$ cat config.mk
export PLATFORM = sky130hd
export DESIGN_NAME = tx_power_limit_rule_table
export DESIGN_NICKNAME = d
export VERILOG_FILES = /design/src/rtl/tprt_pkg.sv /design/src/rtl/tprt_ram.sv /design/src/rtl/tprt_eval.sv /design/src/rtl/tx_power_limit_rule_table.sv
export SDC_FILE = /design/constraint.sdc
export NUM_CORES = 2
export LEC_CHECK = 0
export BUFFER_PORTS_ARGS = -buffer_cell sky130_fd_sc_hd__buf_2
export CAP_MARGIN = 40
export CELL_PAD_IN_SITES_DETAIL_PLACEMENT = 0
export CELL_PAD_IN_SITES_GLOBAL_PLACEMENT = 1
export CORE_MARGIN = 1.5
export CORE_UTILIZATION = 59
export CTS_CLUSTER_SIZE = 12
export DETAILED_ROUTE_END_ITERATION = 10
export GPL_TIMING_DRIVEN = 1
export PLACE_DENSITY = 0.95
export REMOVE_ABC_BUFFERS = 1
export SETUP_SLACK_MARGIN = 0.3
export SYNTH_ARGS = -nofsm -noshare
export SYNTH_HDL_FRONTEND = slang
export SYNTH_SLANG_ARGS = --single-unit
$ cat constraint.sdc
create_clock -name aclk -period 14.9 [get_ports aclk]
set_input_delay 1.49 -clock aclk [delete_from_list [all_inputs] [get_ports aclk]]
set_output_delay 1.49 -clock aclk [all_outputs]
set_load 0.01 [all_outputs]
$ cat src/rtl/tprt_pkg.sv
package tprt_pkg;

    localparam int FREQ_W  = 14;
    localparam int POWER_W = 8;
    localparam int STAMP_W = 32;
    localparam int TOUT_W  = 31;
    localparam int GEO_W   = 16;
    localparam int FIX_N   = 6;

    // Item kinds carried on s_tuser.
    localparam logic [2:0] ACT_TICK  = 3'd0;
    localparam logic [2:0] ACT_SWEEP = 3'd1;
    localparam logic [2:0] ACT_LOAD  = 3'd2;
    localparam logic [2:0] ACT_WRITE = 3'd3;
    localparam logic [2:0] ACT_CHECK = 3'd4;
    localparam logic [2:0] ACT_QUERY = 3'd5;

    localparam logic [1:0] ST_OK    = 2'd0;
    localparam logic [1:0] ST_PERM  = 2'd1;
    localparam logic [1:0] ST_RANGE = 2'd2;
    localparam logic [1:0] ST_COUNT = 2'd3;

    localparam logic [1:0] CFG_REGION  = 2'd0;
    localparam logic [1:0] CFG_AFC_EN  = 2'd1;
    localparam logic [1:0] CFG_TIMEOUT = 2'd2;

    localparam logic [1:0] REGION_FCC  = 2'd1;
    localparam logic [1:0] REGION_ETSI = 2'd2;

    // Fixed rules of both regions, listed in priority order within each region.
    localparam logic [1:0] FIX_REGION [0:FIX_N-1] = '{
        REGION_FCC, REGION_FCC, REGION_FCC, REGION_FCC, REGION_ETSI, REGION_ETSI};
    localparam logic [FREQ_W-1:0] FIX_LO [0:FIX_N-1] = '{
        14'd5925, 14'd6425, 14'd6525, 14'd6875, 14'd5925, 14'd6425};
    localparam logic [FREQ_W-1:0] FIX_HI [0:FIX_N-1] = '{
        14'd6425, 14'd6525, 14'd6875, 14'd7125, 14'd6425, 14'd7125};
    localparam logic [POWER_W-1:0] FIX_PWR [0:FIX_N-1] = '{
        8'd24, 8'd24, 8'd30, 8'd30, 8'd23, 8'd23};
    localparam logic FIX_AFC_ONLY [0:FIX_N-1] = '{
        1'b0, 1'b0, 1'b1, 1'b1, 1'b0, 1'b1};

    typedef struct packed {
        logic               hit;
        logic               afc_only;
        logic [POWER_W-1:0] pwr;
    } fix_t;

    typedef struct packed {
        logic band_hit;
        logic area_hit;
        logic expired;
    } eval_t;

    function automatic fix_t fixed_match(input logic [1:0] region,
                                         input logic [FREQ_W-1:0] lo,
                                         input logic [FREQ_W-1:0] hi);
        fix_t res;
        res = '0;
        // Walk backwards so that the earliest matching rule wins.
        for (int i = FIX_N - 1; i >= 0; i--) begin
            if (region == FIX_REGION[i] && lo >= FIX_LO[i] && hi <= FIX_HI[i]) begin
                res.hit      = 1'b1;
                res.afc_only = FIX_AFC_ONLY[i];
                res.pwr      = FIX_PWR[i];
            end
        end
        return res;
    endfunction

endpackage

$ cat src/rtl/tprt_ram.sv
module tprt_ram #(
    parameter int WIDTH = 8,
    parameter int DEPTH = 16
) (
    input  logic                                           aclk,
    input  logic                                           we,
    input  logic [((DEPTH > 1) ? $clog2(DEPTH) : 1)-1:0]   waddr,
    input  logic [WIDTH-1:0]                               wdata,
    input  logic [((DEPTH > 1) ? $clog2(DEPTH) : 1)-1:0]   raddr,
    output logic [WIDTH-1:0]                               rdata
);

    logic [WIDTH-1:0] mem [0:DEPTH-1];
    logic [WIDTH-1:0] rdata_reg;

    always_ff @(posedge aclk) begin
        if (we) begin
            mem[waddr] <= wdata;
        end
        rdata_reg <= mem[raddr];
    end

    assign rdata = rdata_reg;

endmodule

$ cat src/rtl/tprt_eval.sv
module tprt_eval #(
    parameter int AREA_W = 16
) (
    input  logic [tprt_pkg::FREQ_W-1:0]  band_lo,
    input  logic [tprt_pkg::FREQ_W-1:0]  band_hi,
    input  logic [AREA_W-1:0]            geo,
    input  logic [tprt_pkg::FREQ_W-1:0]  rule_start,
    input  logic [tprt_pkg::FREQ_W-1:0]  rule_end,
    input  logic [AREA_W-1:0]            rule_area,
    input  logic [tprt_pkg::STAMP_W-1:0] rule_stamp,
    input  logic [tprt_pkg::TOUT_W-1:0]  timeout,
    input  logic [tprt_pkg::STAMP_W-1:0] now,
    output tprt_pkg::eval_t              result
);

    logic [tprt_pkg::STAMP_W-1:0] age_margin;

    // A negative margin in two's complement means the rule has outlived its timeout,
    // which stays correct across a wrap of the tick counter.
    assign age_margin = rule_stamp + {1'b0, timeout} - now;

    always_comb begin
        result.band_hit = (band_lo >= rule_start) && (band_hi <= rule_end);
        result.area_hit = (rule_area == geo);
        result.expired  = age_margin[tprt_pkg::STAMP_W-1];
    end

endmodule

$ cat src/rtl/tx_power_limit_rule_table.sv
// Channel  | Ports                         | Beat contents
// ---------+-------------------------------+---------------------------------------------
// input    | s_tvalid s_tready s_tdata/user| one command: tick, sweep, load, write,
//          |                               | band check or power query
// result   | m_tvalid m_tready m_tdata     | status and allowed power, one per command
// config   | cfg_we cfg_idx cfg_wdata      | region, AFC enable, AFC timeout
//
// A tick, load, rule write, band check or unused command goes through the execute and
// result steps; a power query with AFC off also goes through the fixed-rule step. A sweep
// walks all loaded rules, and a power query with AFC on walks them up to the first match
// before the fixed-rule step: the dynamic rules sit in one RAM with one read port, read
// one entry per cycle. Reset (aresetn, synchronous) clears all valid marks at once.
// A new command is accepted while a result still waits in the output register.

module tx_power_limit_rule_table #(
    parameter int MAX_AFC_RULES = 16,
    parameter int AREA_BITS     = 16
) (
    input  logic        aclk,
    input  logic        aresetn,

    input  logic        s_tvalid,
    output logic        s_tready,
    // [13:0] freq_low, [27:14] freq_high, [32:28] entry_index, [40:33] entry_power,
    // [56:41] geo_code, [57] geo_given, [63:58] zero
    input  logic [63:0] s_tdata,
    // [2:0] action
    input  logic [2:0]  s_tuser,

    output logic        m_tvalid,
    input  logic        m_tready,
    // [1:0] status, [9:2] power_dbm, [15:10] zero
    output logic [15:0] m_tdata,

    input  logic        cfg_we,
    input  logic [1:0]  cfg_idx,
    input  logic [30:0] cfg_wdata
);

    localparam int AW   = (AREA_BITS < tprt_pkg::GEO_W) ? AREA_BITS : tprt_pkg::GEO_W;
    localparam int IW   = (MAX_AFC_RULES > 1) ? $clog2(MAX_AFC_RULES) : 1;
    localparam int CW   = $clog2(MAX_AFC_RULES + 1);
    localparam int FW   = tprt_pkg::FREQ_W;
    localparam int PW   = tprt_pkg::POWER_W;
    localparam int SW   = tprt_pkg::STAMP_W;
    localparam int OFF_END   = FW;
    localparam int OFF_PWR   = 2 * FW;
    localparam int OFF_AREA  = OFF_PWR + PW;
    localparam int OFF_STAMP = OFF_AREA + AW;
    localparam int EW        = OFF_STAMP + SW;

    typedef enum logic [4:0] {
        S_IDLE   = 5'b00001,
        S_EXEC   = 5'b00010,
        S_WALK   = 5'b00100,
        S_FIX    = 5'b01000,
        S_RESULT = 5'b10000
    } state_t;

    state_t state_reg, state_next;

    logic [2:0]    act_reg, act_next;
    logic [FW-1:0] lo_reg, lo_next;
    logic [FW-1:0] hi_reg, hi_next;
    logic [4:0]    idx_reg, idx_next;
    logic [PW-1:0] pwr_reg, pwr_next;
    logic [AW-1:0] geo_reg, geo_next;
    logic          geo_given_reg, geo_given_next;

    logic [1:0]                  region_reg, region_next;
    logic                        afc_en_reg, afc_en_next;
    logic [tprt_pkg::TOUT_W-1:0] timeout_reg, timeout_next;
    logic [SW-1:0]               now_reg, now_next;
    logic [CW-1:0]               count_reg, count_next;
    logic [MAX_AFC_RULES-1:0]    valid_reg, valid_next;

    logic [CW-1:0] rd_idx_reg, rd_idx_next;
    logic          ev_valid_reg, ev_valid_next;
    logic [IW-1:0] ev_idx_reg, ev_idx_next;
    logic          found_reg, found_next;
    logic [PW-1:0] afc_pwr_reg, afc_pwr_next;

    logic [1:0]    res_status_reg, res_status_next;
    logic [PW-1:0] res_power_reg, res_power_next;
    logic          m_tvalid_reg, m_tvalid_next;
    logic [1:0]    m_status_reg, m_status_next;
    logic [PW-1:0] m_power_reg, m_power_next;

    logic          ram_we;
    logic [EW-1:0] ram_wdata;
    logic [EW-1:0] ram_rdata;
    logic [IW-1:0] ram_raddr;

    logic            issue;
    logic            entry_valid;
    logic [PW-1:0]   query_pwr;
    tprt_pkg::fix_t  fix;
    tprt_pkg::eval_t ev;

    tprt_ram #(
        .WIDTH (EW),
        .DEPTH (MAX_AFC_RULES)
    ) u_rules (
        .aclk  (aclk),
        .we    (ram_we),
        .waddr (idx_reg[IW-1:0]),
        .wdata (ram_wdata),
        .raddr (ram_raddr),
        .rdata (ram_rdata)
    );

    tprt_eval #(
        .AREA_W (AW)
    ) u_eval (
        .band_lo    (lo_reg),
        .band_hi    (hi_reg),
        .geo        (geo_reg),
        .rule_start (ram_rdata[FW-1:0]),
        .rule_end   (ram_rdata[OFF_END +: FW]),
        .rule_area  (ram_rdata[OFF_AREA +: AW]),
        .rule_stamp (ram_rdata[OFF_STAMP +: SW]),
        .timeout    (timeout_reg),
        .now        (now_reg),
        .result     (ev)
    );

    assign ram_wdata   = {now_reg, geo_reg, pwr_reg, hi_reg, lo_reg};
    assign ram_raddr   = rd_idx_reg[IW-1:0];
    assign issue       = (rd_idx_reg < count_reg);
    assign entry_valid = valid_reg[ev_idx_reg];
    assign fix         = tprt_pkg::fixed_match(region_reg, lo_reg, hi_reg);

    // Fixed rule lowers the AFC power; it stands alone when no AFC power was found.
    always_comb begin
        query_pwr = found_reg ? afc_pwr_reg : '0;
        if (fix.hit && (query_pwr == '0 || fix.pwr < query_pwr)) begin
            query_pwr = fix.pwr;
        end
    end

    always_comb begin
        state_next      = state_reg;
        act_next        = act_reg;
        lo_next         = lo_reg;
        hi_next         = hi_reg;
        idx_next        = idx_reg;
        pwr_next        = pwr_reg;
        geo_next        = geo_reg;
        geo_given_next  = geo_given_reg;
        region_next     = region_reg;
        afc_en_next     = afc_en_reg;
        timeout_next    = timeout_reg;
        now_next        = now_reg;
        count_next      = count_reg;
        valid_next      = valid_reg;
        rd_idx_next     = rd_idx_reg;
        ev_valid_next   = ev_valid_reg;
        ev_idx_next     = ev_idx_reg;
        found_next      = found_reg;
        afc_pwr_next    = afc_pwr_reg;
        res_status_next = res_status_reg;
        res_power_next  = res_power_reg;
        m_tvalid_next   = m_tvalid_reg;
        m_status_next   = m_status_reg;
        m_power_next    = m_power_reg;
        ram_we          = 1'b0;

        if (cfg_we) begin
            case (cfg_idx)
                tprt_pkg::CFG_REGION:  region_next  = cfg_wdata[1:0];
                tprt_pkg::CFG_AFC_EN:  afc_en_next  = cfg_wdata[0];
                tprt_pkg::CFG_TIMEOUT: timeout_next = cfg_wdata;
                default: ;
            endcase
        end

        if (m_tready) begin
            m_tvalid_next = 1'b0;
        end

        case (state_reg)
            S_IDLE: begin
                if (s_tvalid) begin
                    act_next       = s_tuser;
                    lo_next        = s_tdata[13:0];
                    hi_next        = s_tdata[27:14];
                    idx_next       = s_tdata[32:28];
                    pwr_next       = s_tdata[40:33];
                    geo_next       = s_tdata[41 +: AW];
                    geo_given_next = s_tdata[57];
                    state_next     = S_EXEC;
                end
            end
            S_EXEC: begin
                res_status_next = tprt_pkg::ST_OK;
                res_power_next  = '0;
                rd_idx_next     = '0;
                ev_valid_next   = 1'b0;
                found_next      = 1'b0;
                afc_pwr_next    = '0;
                state_next      = S_RESULT;
                case (act_reg)
                    tprt_pkg::ACT_TICK: begin
                        now_next = now_reg + 1'b1;
                    end
                    tprt_pkg::ACT_SWEEP: begin
                        state_next = S_WALK;
                    end
                    tprt_pkg::ACT_LOAD: begin
                        if ({1'b0, idx_reg} > 6'(MAX_AFC_RULES)) begin
                            res_status_next = tprt_pkg::ST_COUNT;
                        end else begin
                            valid_next = '0;
                            count_next = CW'(idx_reg);
                        end
                    end
                    tprt_pkg::ACT_WRITE: begin
                        if (6'(idx_reg) >= 6'(count_reg)) begin
                            res_status_next = tprt_pkg::ST_COUNT;
                        end else begin
                            ram_we = 1'b1;
                            valid_next[idx_reg[IW-1:0]] = 1'b1;
                        end
                    end
                    tprt_pkg::ACT_CHECK: begin
                        if (!fix.hit) begin
                            res_status_next = tprt_pkg::ST_RANGE;
                        end else if (fix.afc_only && !afc_en_reg) begin
                            res_status_next = tprt_pkg::ST_PERM;
                        end
                    end
                    tprt_pkg::ACT_QUERY: begin
                        state_next = afc_en_reg ? S_WALK : S_FIX;
                    end
                    default: ;
                endcase
            end
            S_WALK: begin
                // The read issued in one cycle is evaluated in the next.
                if (issue) begin
                    rd_idx_next = rd_idx_reg + 1'b1;
                end
                ev_valid_next = issue;
                ev_idx_next   = rd_idx_reg[IW-1:0];
                if (act_reg == tprt_pkg::ACT_SWEEP) begin
                    if (ev_valid_reg && entry_valid && ev.expired) begin
                        valid_next[ev_idx_reg] = 1'b0;
                    end
                    if (!issue && !ev_valid_reg) begin
                        state_next = S_RESULT;
                    end
                end else begin
                    if (ev_valid_reg && entry_valid && ev.band_hit &&
                        (!geo_given_reg || ev.area_hit)) begin
                        found_next    = 1'b1;
                        afc_pwr_next  = ram_rdata[OFF_PWR +: PW];
                        ev_valid_next = 1'b0;
                        state_next    = S_FIX;
                    end else if (!issue && !ev_valid_reg) begin
                        state_next = S_FIX;
                    end
                end
            end
            S_FIX: begin
                res_power_next  = query_pwr;
                res_status_next = (query_pwr == '0) ? tprt_pkg::ST_RANGE : tprt_pkg::ST_OK;
                state_next      = S_RESULT;
            end
            S_RESULT: begin
                if (!m_tvalid_reg || m_tready) begin
                    m_tvalid_next = 1'b1;
                    m_status_next = res_status_reg;
                    m_power_next  = res_power_reg;
                    state_next    = S_IDLE;
                end
            end
            default: begin
                state_next = S_IDLE;
            end
        endcase
    end

    always_ff @(posedge aclk) begin
        if (!aresetn) begin
            state_reg    <= S_IDLE;
            region_reg   <= '0;
            afc_en_reg   <= 1'b1;
            timeout_reg  <= 31'd1000;
            now_reg      <= '0;
            count_reg    <= '0;
            valid_reg    <= '0;
            rd_idx_reg   <= '0;
            ev_valid_reg <= 1'b0;
            found_reg    <= 1'b0;
            m_tvalid_reg <= 1'b0;
        end else begin
            state_reg    <= state_next;
            region_reg   <= region_next;
            afc_en_reg   <= afc_en_next;
            timeout_reg  <= timeout_next;
            now_reg      <= now_next;
            count_reg    <= count_next;
            valid_reg    <= valid_next;
            rd_idx_reg   <= rd_idx_next;
            ev_valid_reg <= ev_valid_next;
            found_reg    <= found_next;
            m_tvalid_reg <= m_tvalid_next;
        end
    end

    always_ff @(posedge aclk) begin
        act_reg        <= act_next;
        lo_reg         <= lo_next;
        hi_reg         <= hi_next;
        idx_reg        <= idx_next;
        pwr_reg        <= pwr_next;
        geo_reg        <= geo_next;
        geo_given_reg  <= geo_given_next;
        ev_idx_reg     <= ev_idx_next;
        afc_pwr_reg    <= afc_pwr_next;
        res_status_reg <= res_status_next;
        res_power_reg  <= res_power_next;
        m_status_reg   <= m_status_next;
        m_power_reg    <= m_power_next;
    end

    assign s_tready = (state_reg == S_IDLE);
    assign m_tvalid = m_tvalid_reg;
    assign m_tdata  = {6'b0, m_power_reg, m_status_reg};

`ifndef ASSERT_OFF
    a_count_in_range: assert property (@(posedge aclk) disable iff (!aresetn)
        6'(count_reg) <= 6'(MAX_AFC_RULES))
        else $error("rule count exceeds table depth");

    a_eval_in_range: assert property (@(posedge aclk) disable iff (!aresetn)
        ev_valid_reg |-> (6'(ev_idx_reg) < 6'(count_reg)))
        else $error("walk evaluates a slot beyond the loaded count");

    a_result_from_seq: assert property (@(posedge aclk) disable iff (!aresetn)
        $rose(m_tvalid_reg) |-> $past(state_reg == S_RESULT))
        else $error("result beat raised outside the result step");

    a_query_status: assert property (@(posedge aclk) disable iff (!aresetn)
        (state_reg == S_FIX) |=> ((res_power_reg == '0) == (res_status_reg == tprt_pkg::ST_RANGE)))
        else $error("power query status disagrees with its power");
`endif

endmodule

# Word-level counts from Yosys, hierarchy flattened
# Memory sizes are Yosys's and may differ from the RTL's. A register that Yosys moved wholly into a read port is not among the register bits.
# Cells that the tools add are included.
[word_totals]
inputBits = 105
mem_count = 1
mem_bits_rw = 1344
register_bits = 193
output_inout_bits = 18
wordCells = 181
[op_classes]
n_reduce_logical = 47
n_mux = 56
eq_ne = 27
bitwise = 4
n_addsub = 4
magnitude_cmp = 18
[mem_list]
columns = ["memory", "words", "width", "read_ports", "rd_clocked_by_memory_dff", "wr", "line", "rtl"]
rows = [
  ["u_rules.mem", 16, 84, 1, 1, 1, "tprt_ram.sv:13", "logic [WIDTH-1:0] mem [0:DEPTH-1];"],
]
[op_table]
columns = ["op", "n"]
rows = [
  ["two-way mux 16 bit", 4],
  ["one-hot mux 16 bit (2 select lines)", 2],
  ["two-way mux 10 bit", 6],
  ["greater-or-equal comparator 14 x 13 -> 1 bit, second input constant", 4],
  ["less-or-equal comparator 14 x 13 -> 1 bit, second input constant", 4],
  ["two-way mux 5 bit", 7],
  ["adder 32 x 1 -> 32 bit, second input constant", 1],
  ["adder 32 x 31 -> 32 bit", 1],
  ["two-way mux 8 bit", 4],
  ["one-hot mux 8 bit (2 select lines)", 2],
  ["subtractor 32 bit", 1],
  ["one-hot mux 5 bit (5 select lines)", 1],
  ["logical AND 1 bit", 22],
  ["one-hot mux 5 bit (2 select lines)", 2],
  ["AND 16 bit", 1],
  ["equality test 16 bit", 1],
  ["zero test 8 bit", 2],
  ["two-way mux 1 bit", 16],
  ["inverter 16 bit", 1],
  ["OR 16 bit", 1],
  ["greater-or-equal comparator 14 bit", 1],
  ["less-or-equal comparator 14 bit", 1],
  ["!= test 2 bit, second input constant", 7],
  ["AND reduction 2 bit", 7],
  ["other kinds (35)", 57],
]

# Longest topological paths before layout
[depth]
ltp_word = 16
ltp_mapped = 14
ltp_nobuf = 14

# By module
# From an unflattened synthesis, not the netlist that was laid out.
[unflattened]
hier_cells = 3270
area_unflattened_um2 = 62916.6
[modules_own_cells]
columns = ["module", "area_each_um2", "seq_area_each_um2", "instances", "cells_per_inst"]
rows = [
  ["tprt_ram", 52052.4, 42040.3, 1, 2154],
  ["tx_power_limit_rule_table", 8444.3, 4794.6, 1, 814],
  ["tprt_eval", 2419.8, 0.0, 1, 302],
]

# Least setup slack after synthesis
# OpenSTA, ideal clock, no wires.
[synth_path]
kind = "reg-to-reg"
from = "register idx_reg[0]"
to = "memory u_rules.mem[3][0] (netlist bit), enable pin"
path_stages_with_launch = 11
t_required_ps = 14271
n_path_buf = 0
slack_ps = 6649
synth_period_minus_slack_ps = 8251
setup_time_ps = 629
arrival_time_ps = 7622
path_cell_list = "edfxtp_1 -> inv_1 -> ha_1 -> nand2b_1 -> a21o_1 -> a21o_1 -> a21oi_1 -> o21ai_0 -> nor3_1 -> nand2_1 -> nor3_1"
[synth_via]
elab_chain_cells = 6
[synth_rtl]
columns = ["item", "line", "rtl"]
rows = [
  ["start: declaration", "tx_power_limit_rule_table.sv:65", "logic [4:0] idx_reg, idx_next;"],
  ["start signal: assignment", "tx_power_limit_rule_table.sv:315", "idx_reg <= idx_next;"],
  ["greater-or-equal comparator 5 bit", "tx_power_limit_rule_table.sv:218", "if (6'(idx_reg) >= 6'(count_reg)) begin"],
  ["two-way mux 1 bit", "tx_power_limit_rule_table.sv:218", ""],
  ["two-way mux 1 bit", "tx_power_limit_rule_table.sv:202", "case (act_reg)"],
  ["two-way mux 1 bit", "tx_power_limit_rule_table.sv:181", "case (state_reg)"],
  ["two-way mux 1 bit", "tprt_ram.sv:17", "if (we) begin"],
  ["two-way mux 1 bit (implied by the code)", "tprt_ram.sv:18", "mem[waddr] <= wdata;"],
  ["end: declaration", "tprt_ram.sv:13", ""],
]
# Parallel ways exist; a longest one is shown, timed or not.

# Worst setup path after layout
[layout_path]
from = "register idx_reg[0]"
to = "memory u_rules.mem[9][75] (netlist bit), enable pin"
# The elaborated chain is that of the path after synthesis.

==> reports/qor.txt <==
Mapped Cells - 3105
Crit. End Element - flop
Root Driver - clkbuf_16
max FFs per register - 1344
synth unique cells - 75
Max Fclk - 206 MHz
sequential fraction of the synthesis area - 0.741
Residual DRC - 0
Setup Viol. Count Final - 0
vias per cell - 6.78
layout cells sized above 1 - 0.245
RSZ-0062 raised after global routing - false
FF-to-FF path depth - 12
Slew @ Worst Pin - 0.960 ns
die height - 330 µm
Die W - 330 µm
Hold Path Class - reg2reg
crit path setup slack, layout - 10.04 ns
final hold viol count - 0
fin nets - 3536
crit-path max FO - 40
number of CTS-inserted buffers - 160
minimum clock period after layout - 4.86 ns
mean post-synth cell area - 20.4 µm²
synthesis-to-finish area growth - 12.2%
drt total wl - 158 mm
Worst path max stage delay - 0.77 ns
final non-filler cell total - 4851
drt wl/cell - 32.5 µm
hpwl dp - 80.3 mm
CTS tree - done
Clock Skews - 0.0271 ns
I/O Buffers - 110
Worst setup SP type - flop
Starting DRT DRC Count - 4474
cell area power density - 127 mW/mm²
CTS Sinks - 1621
top_reg_cell synth - edfxtp_1
number of max-cap violations - 0
number of global-route vias before repair - 34000
crit path max-delay cell type - buf_4
Synth Cell Area - 0.0632 mm²
Max clock buf depth - 3
hold bufs inserted after CTS - 0
Total GRT Usage - 0.294
number of diodes - 0
total power - 8980 µW
Setup Buffers After CTS - 0
async set-reset flop share out of synthesis - 0
Tcrit/Tclk final - 0.326
Leakage - 0.0217 µW
post-synthesis register bit count - 1621
multi-input logic area - 0.0153 mm²
CTS HTree Levels - 4
die area - 0.109 mm²
Setup CP Type - reg2reg
CP Data Arrival Time - 5.23 ns
peak supply drop - 0.000124 V
sum of negative setup slack - 0 ns
gpl congestion - 0.822
first-pass GRT wire length - 229 mm
Reg area - 0.0468 mm²
initial antenna violation count - 1
grt total ovfl - 0
Yosys Warn Count - 0
Post-synth EDFFs - 1437
placed cells - 4556
WHS Path Cells - 0
outcome - finished, final reports clean
Slew Limit Headroom - 0.360
Worst-path clk slew - 0.06 ns
post-route ant nets - 0
fill count - 6133
largest net degree at the start of global routing - 59
critical path cell sequence - inv_1 > ha_1 > nand2b_1 > a21o_1 > a21o_1 > a21oi_1 > o21ai_0 > nor3_1 > nand2_1 > nor2_4 > buf_4 > buf_4
Pre-antenna DRT Iters - 5
post-cts sizing count - 0
initial core utilization - 0.598
core footprint - 0.106 mm²
Place WS - 10.10 ns
Via Count - 32900
Clock Latency Late Sink - 0.78 ns
count of pins over their slew limit - 0
io pins - 123
row count - 119
required time at the worst-slack endpoint - 15.28 ns
power by group:
group	internal, µW	switching (µW)	leakage [µW]	total [µW]
sequential	4960	67.6	0.0137	5020
combinational	46.2	80.4	0.00566	127
clock	2140	1700	0.00231	3830
kinds of logic (layout without fill, tap and decap cells):
kind of cell,Yosys count,count (layout),synth area share
AO/OA/AOI/OAI,219,219,0.0258
other,1,6,0.0000593
buffers and inverters,298,648,0.0190
XOR/XNOR,48,48,0.00665
adder cells (fa/ha/maj),104,104,0.0241
multiplexers,436,436,0.153
flip-flops,1621,1621,0.741
AND/OR/NAND/NOR,378,378,0.0311
through the flow:
stage	cell area, µm²	utilization	hold WS, ns
final	70900	0.671	0.418
after global routing	70900	0.671	0.424
after CTS	70900	0.671	0.418
after detailed placement	66100	0.625	0.405
after global placement	65500	0.620	0.403
after floorplan	62700	-	0.400
path summary, 6_finish.rpt:
| check | from | endpoint | slack, ns |
|---|---|---|---|
| max | idx_reg[0]$_DFFE_PP_ | u_rules.mem[9][75]$_DFFE_PP_ | 10.04 |
| min | res_power_reg[3]$_SDFFCE_PN0P_ | m_power_reg[3]$_DFFE_PP_ | 0.42 |
| max reg2reg | idx_reg[0]$_DFFE_PP_ | u_rules.mem[9][75]$_DFFE_PP_ | 10.04 |
| min reg2reg | res_power_reg[3]$_SDFFCE_PN0P_ | m_power_reg[3]$_DFFE_PP_ | 0.42 |
layer usage:
metal	GRT usage	part of all wire	vias up
met5	0	0.000082	-
li1	-	-	13000
met4	0.161	0.060	2
met3	0.0546	0.094	576
met2	0.486	0.50	2499
met1	0.372	0.34	16800
layout by cell type (no fill, tap or decap), types with 14 or more instances in the layout:
| cell | Yosys | routed |
|---|---|---|
| a21boi_0 | 32 | 32 |
| a21oi_1 | 32 | 32 |
| and2_1 | 39 | 38 |
| buf_16 | 0 | 17 |
| buf_2 | 25 | 110 |
| buf_4 | 7 | 57 |
| clkbuf_1 | 83 | 102 |
| clkbuf_16 | 0 | 163 |
| dfxtp_1 | 184 | 180 |
| edfxtp_1 | 1437 | 1437 |
| fa_1 | 30 | 30 |
| ha_1 | 74 | 74 |
| inv_1 | 163 | 163 |
| mux4_2 | 421 | 421 |
| nand2_1 | 118 | 118 |
| nand2b_1 | 14 | 14 |
| nand3_1 | 25 | 25 |
| nand4_1 | 25 | 25 |
| nor2_1 | 51 | 39 |
| nor2b_1 | 28 | 28 |
| nor3_1 | 18 | 14 |
| o21ai_0 | 31 | 31 |
| o221a_1 | 15 | 15 |
| xnor2_1 | 37 | 37 |
layout make-up:
cell class	instances	share of cell area
clock buffers	271	0.0641
clock inverters	24	0.00427
inverters	164	0.00868
multi-input cells	1191	0.216
flip-flops and latches	1621	0.661
well taps	1391	0.0245
repair buffers	189	0.0216
Yosys cell counts, types with 18 or more instances:
cell | instances | share of area
nor2_1 | 51 | 0.0030
nor2b_1 | 28 | 0.0028
nand3_1 | 25 | 0.0020
fa_1 | 30 | 0.0095
nand4_1 | 25 | 0.0025
nand2_1 | 118 | 0.0070
inv_1 | 163 | 0.0097
edfxtp_1 | 1437 | 0.68
nor3_1 | 18 | 0.0014
clkbuf_1 | 83 | 0.0049
and2_1 | 39 | 0.0039
buf_2 | 25 | 0.0020
dfxtp_1 | 184 | 0.058
o21ai_0 | 31 | 0.0025
xnor2_1 | 37 | 0.0051
a21oi_1 | 32 | 0.0025
ha_1 | 74 | 0.015
mux4_2 | 421 | 0.15
a21boi_0 | 32 | 0.0038
critical path: cells and delay by family, from the launching register on:
kind                     cells  cell delay (ns)
buffers and inverters        3             1.60
AND/OR/NAND/NOR              4             1.51
AO/OA/AOI/OAI                4             0.64
flip-flops                   1             0.43
adder cells (fa/ha/maj)      1             0.23
Note: power is estimated with default switching activity, not from simulation.
